$ cat config.mk
export PLATFORM = sky130hd
export DESIGN_NAME = lsvc_div
export DESIGN_NICKNAME = d
export VERILOG_FILES = /design/src/rtl/lsvc_pkg.sv /design/src/rtl/lsvc_div.sv
export SDC_FILE = /design/constraint.sdc
export NUM_CORES = 2
export LEC_CHECK = 0
export BUFFER_PORTS_ARGS = -buffer_cell sky130_fd_sc_hd__buf_2
export CORE_UTILIZATION = 64
export DETAILED_ROUTE_END_ITERATION = 10
export PLACE_DENSITY = 0.88
export SLEW_MARGIN = 10
export SYNTH_ARGS = -nofsm -noshare
export SYNTH_HDL_FRONTEND = slang
export SYNTH_SLANG_ARGS = --single-unit
$ cat constraint.sdc
create_clock -name clk -period 4.7 [get_ports clk]
set_input_delay 1.41 -clock clk [delete_from_list [all_inputs] [get_ports clk]]
set_output_delay 1.41 -clock clk [all_outputs]
set_load 0.05 [all_outputs]
$ cat src/rtl/lsvc_pkg.sv
`timescale 1ns / 1ps
package lsvc_pkg;

	localparam int COORD_WIDTH     = 24;
	localparam int COORD_FRAC_BITS = 8;
	localparam int PARAM_FRAC_BITS = 16;
	localparam int REG_BITS        = 13;

	localparam int APB_ADDR_W = 3;
	localparam int APB_DATA_W = 32;

	// deltas, edge offsets and their magnitudes
	localparam int DW = COORD_WIDTH + 1;
	localparam int QW = ((COORD_WIDTH > REG_BITS + COORD_FRAC_BITS + 1) ?
		COORD_WIDTH : REG_BITS + COORD_FRAC_BITS + 1) + 1;
	localparam int MW = QW;
	// quotient bits, clamped quotient, clip parameter, product
	localparam int QBITS = PARAM_FRAC_BITS + 1;
	localparam int TW    = PARAM_FRAC_BITS + 2;
	localparam int PW    = PARAM_FRAC_BITS + 1;
	localparam int PRW   = PW + 1 + DW;

	localparam logic REG_IDX_WIDTH  = 1'b0;
	localparam logic REG_IDX_HEIGHT = 1'b1;

	localparam logic [REG_BITS-1:0] WIDTH_RESET  = REG_BITS'(320);
	localparam logic [REG_BITS-1:0] HEIGHT_RESET = REG_BITS'(240);

	typedef struct packed {
		logic signed [COORD_WIDTH-1:0] start_x;
		logic signed [COORD_WIDTH-1:0] start_y;
		logic signed [COORD_WIDTH-1:0] end_x;
		logic signed [COORD_WIDTH-1:0] end_y;
	} in_item_t;

	typedef struct packed {
		logic                          visible;
		logic signed [COORD_WIDTH-1:0] clip_start_x;
		logic signed [COORD_WIDTH-1:0] clip_start_y;
		logic signed [COORD_WIDTH-1:0] clip_end_x;
		logic signed [COORD_WIDTH-1:0] clip_end_y;
	} out_item_t;

	typedef struct packed {
		logic [MW-1:0] rem;
		logic [MW-1:0] den;
	} div_in_t;

endpackage

$ cat src/rtl/lsvc_div.sv
`timescale 1ns / 1ps
// Restoring divider, one quotient bit per stage, MSB first.
module lsvc_div import lsvc_pkg::*; (
	input  logic             clk,
	input  logic             en,
	input  div_in_t          din,
	output logic [QBITS-1:0] quo
);

	logic [MW-1:0]    rem_sd [QBITS];
	logic [MW-1:0]    den_sd [QBITS];
	logic [QBITS-1:0] quo_sd [QBITS];

	for (genvar k = 0; k < QBITS; k++) begin : g_step
		logic [MW:0]      trial;
		logic [MW-1:0]    prev_den;
		logic [QBITS-1:0] prev_quo;
		logic             ge;

		if (k == 0) begin : g_first
			assign trial    = {1'b0, din.rem};
			assign prev_den = din.den;
			assign prev_quo = '0;
		end else begin : g_next
			assign trial    = {rem_sd[k-1], 1'b0};
			assign prev_den = den_sd[k-1];
			assign prev_quo = quo_sd[k-1];
		end

		assign ge = trial >= {1'b0, prev_den};

		always_ff @(posedge clk) begin
			if (en) begin
				rem_sd[k] <= ge ? MW'(trial - {1'b0, prev_den}) : trial[MW-1:0];
				den_sd[k] <= prev_den;
				quo_sd[k] <= {prev_quo[QBITS-2:0], ge};
			end
		end
	end

	assign quo = quo_sd[QBITS-1];

endmodule

* After elaboration in Yosys (flattened, before gate mapping)
Memories as Yosys holds them, arrays and structs flattened. Index checks and enable logic that the tools add are counted.
Storage, ports and cells: register bits 0, bits in writable memories 1139, output and inout port bits 17, memories 3
Memory list:
- den_sd | words 17, width 25, rd ports 16, clocked after Yosys merged registers in 0, wr ports 17, line lsvc_div.sv:11 | logic [MW-1:0] den_sd [QBITS];
- rem_sd | words 17, width 25, rd ports 16, clocked after Yosys merged registers in 0, wr ports 17, line lsvc_div.sv:10 | logic [MW-1:0] rem_sd [QBITS];
- quo_sd | words 17, width 17, rd ports 17, clocked after Yosys merged registers in 0, wr ports 17, line lsvc_div.sv:12 | logic [QBITS-1:0] quo_sd [QBITS];
Cells by class: add/subtract/negate cells 17, $lt $le $gt $ge 17, muxes and demuxes 19
Operators by type and width (number):
- 2-to-1 mux 25 bit | 17
- subtractor 25 bit | 17
- >= comparator 26 x 25 -> 1 bit | 16
- >= comparator 25 bit | 1
- 2-to-1 mux 1 bit | 2

* Longest topological paths before layout
An unclocked memory read counts as a cell.
word-level depth 3, depth in mapped cells 15

* Worst setup path after synthesis
OpenSTA, ideal clock, no wires.
kind input to register, start in din[3] (netlist bit), end mem rem_sd[0][14] (netlist bit), data pin, path slack 675 ps, stages 12, arrival time 3765 ps, cell sequence inv_1 > ha_1 > nand3_1 > o22ai_1 > o211ai_1 > a31oi_1 > and2_1 > a41o_1 > a21o_1 > clkbuf_1 > clkbuf_1 > mux2_2
RTL lines:
- start, declared | line lsvc_div.sv:6 | input div_in_t din,
- end, declared | line lsvc_div.sv:10

==> impl_results.md <==
- Most used routing layer: met2
- Reg clk slew, reported paths: 0.06 ns
- Die area: 0.0857 mm^2
- WL final: ~110 mm
- Final worst slack: 0.627 ns
- Ys async rst share: 0%
- # setup viols final: 0
- Critical Path Start Type: flop
- Initial antenna violation count: 0
- Final worst-path cycle share: between 80% and 90%
- Worst setup path class: reg -> reg
- Wire length of the first global-routing pass: 182 mm
- EDFF count, synth: 953
- Syn Nets: 5249
- Sequential area share after synthesis: 52.9%
- CTS tree: yes
- # IOs: 69
- Vias post-DR: 36409
- DRT Pass-1 Iters: 8
- Final GP Congestion: 0.960
- Yosys top cell by area: edfxtp_1
- Worst hold slack: 0.412 ns
- Final Hold Fails: 0
- CTS resizes: 0
- Die width: 293 um
- Detailed placer's ending HPWL: 83.3 mm
- Worst vdd ir: 0.000485 V
- TNS Setup: 0 ns
- Mapped Avg Cell Area: about 11 um^2
- GRT met1 Usage: 23.4%
- HP Start: quo_sd[0][259]
- Non-filler instance count after layout: 6102
- CTS Sinks: 953
- Cell count after synthesis: around 4800
- # placed instances: 5920
- WL/cell: 18.4 um
- FMAX: 246 MHz
- Remaining DRCs: 0
- Initial cell density of the core: 64.6%
- Clk pwr share: 20.1%
- CTS root buffer: clkbuf_16
- HP Class: reg -> reg
- Worst clock skew: between 0.04 and 0.05 ns
- Die Ht: 293 um
- Synthesized cell area: 0.0541 mm^2
- Reg power frac: 34.2%
- Max Cap Violations: 0
- Total grt overflow: 0
- Worst-Margin Slew: 1.10 ns
- Internal power: 25.6 mW
- RSZ-0062 raised after global routing: no
- Via density: slightly below 6
- Final Max Tran Viols: 0
- Pre-CTS worst setup slack: between 0.3 and 0.4 ns
- Layout cells sized above 1: 9.36%
- CP Launch Point: den_sd[0][75]
- Met2 usage: 54.9%
- Final ANT Viol Nets: 0
- Post-CTS Setup Inserts: 0
- Net count, final: 5379
- Net Sw Power: 14.8 mW
- Pin count of the biggest net entering global routing: 79
- Critical path data required time: between 5 and 6 ns
- Num CTS Buffers: 99
- Worst reg2reg path startpoint: den_sd[0][75]
- DRT iter0 DRCs: 2217
- Yosys reg bits: between 900 and 1000
- Cts hold-fix bufs: 0
- Pleak: about 25 nW
- Critical Path AT: 4.47 ns
- Cell Pwr Density: 679 mW/mm^2
- # diodes: 0
- GRT Resource Usage Total: 26.3%
- Clock Path Buffers: 3
- Site Rows: 106
- Area Overhead vs Synth: 10.0%
- YS warnings: 0
- Status: finished clean
- Max FO, Critical Path: 26
- M3 GR Usage: 2.66%
- Synth top area cells: edfxtp_1 (53%), ha_1 (9.8%), inv_1 (3.6%), a21oi_1 (3.4%), xnor2_1 (3.2%)
- Synth Flop Type: edfxtp_1
- Logic pwr share: 45.7%
- Yosys cell types: 91
- Count leader, synth: edfxtp_1
- Core Region: 0.0837 mm^2
- Vias in the first global route: ~38000
- Synth cell count leaders: edfxtp_1 (953), inv_1 (518), ha_1 (424)
- Crit end category: flop
- Net switching share of the total power: between 30% and 40%
- Worst slew margin: 26.9%
- Share of the synthesized area in the top cell type: 52.9%
- Layout fillers: 5549
- Crit path time final: 4.07 ns
- Skew-Pair Late Insertion Delay: just under 0.7 ns
- H-tree levels: 3
- Port Buffer Count: 68
[worst paths after layout]
path / end / slack (ns) / cells past startpoint
min: quo_sd[0][277] / 0.41 / 0
max reg2reg: rem_sd[0][113] / 0.63 / 11
min reg2reg: quo_sd[0][277] / 0.41 / 0
max: rem_sd[0][113] / 0.63 / 11
[flip-flops by register name, summed over array words and instances, names as in the netlist]
register / flops
den_sd: 400
quo_sd: 153
rem_sd: 400
[placed cells by master, fill, tap and decap left out, types with 17 or more instances in the layout]
master,n
o31ai_1,28
o21a_1,58
o21bai_1,35
buf_12,20
ha_1,424
xor2_1,127
and2_1,24
xnor2_1,196
inv_1,518
nand3_1,72
nand4_1,55
or3_1,19
nor2b_1,64
a21oi_1,367
o31a_1,20
clkinv_2,20
clkbuf_16,99
a31oi_1,29
nor2_1,298
nor3_1,51
a21o_1,187
clkinv_1,17
buf_2,67
nand2_1,298
buf_4,28
a211oi_1,33
nand2b_1,72
edfxtp_1,953
o211ai_1,18
and3_1,33
clkbuf_1,19
mux2_2,130
o21ai_0,294
mux2_4,17
[cells by family (layout without fill, tap and decap cells)]
group | after synthesis | after routing | synth area share (%)
simple gates | 1052 | 1052 | 9.26
xor+xnor | 323 | 323 | 5.23
mux | 157 | 157 | 3.37
flops | 953 | 953 | 52.9
buf+inv | 606 | 817 | 4.37
fa+ha+maj | 440 | 440 | 10.4
compound gates | 1226 | 1226 | 14.5
[through the flow]
stage | total power [mW] | area (um^2) | util, %
3_3_place_gp | 31.3 | 56100 | 67.1
3_5_place_dp | 32.0 | 56100 | 67.1
6_report | 40.4 | 59500 | 71.1
4_1_cts | 40.3 | 59500 | 71.1
2_1_floorplan | 27.6 | 54100 | -
5_1_grt | 42.8 | 59500 | 71.1
[layer usage]
metal	vias up	part of all wire [%]
met5	-	0
met4	0	6.4
met3	370	2.7
met2	893	58
met1	17516	33
li1	17630	-
[worst max-delay path: stages, from the launching register on]
cell	delay (ns)
edfxtp_1	0.46
fa_1	0.46
nor2b_1	0.19
o2111ai_1	0.12
o21ai_0	0.20
o21ai_1	0.25
o21ai_1	0.24
a221o_1	0.27
a21boi_2	0.10
o31ai_1	0.20
a21o_1	0.88
mux2_2	0.42
[power by group through the flow]
stage / combinational (mW) / clock (mW) / sequential (mW)
floorplan: 14.1 / 0 / 13.5
global placement: 17.5 / 0 / 13.8
detailed placement: 18.1 / 0 / 13.9
CTS: 18.3 / 8.22 / 13.8
global route: 20.3 / 8.54 / 14.0
finish: 18.4 / 8.12 / 13.8
[cell type report]
type / count / area [um^2] / share of cell area [%]
clock buffers: 118 / 2550 / 4.28
clock inverters: 64 / 830 / 1.39
inverters: 519 / 1950 / 3.27
multi-input cells: 3198 / 23200 / 39.0
flip-flops and latches: 953 / 28600 / 48.1
well taps: 1134 / 1420 / 2.38
repair buffers: 116 / 961 / 1.61
No activity file was read; power rests on OpenSTA's default activity.
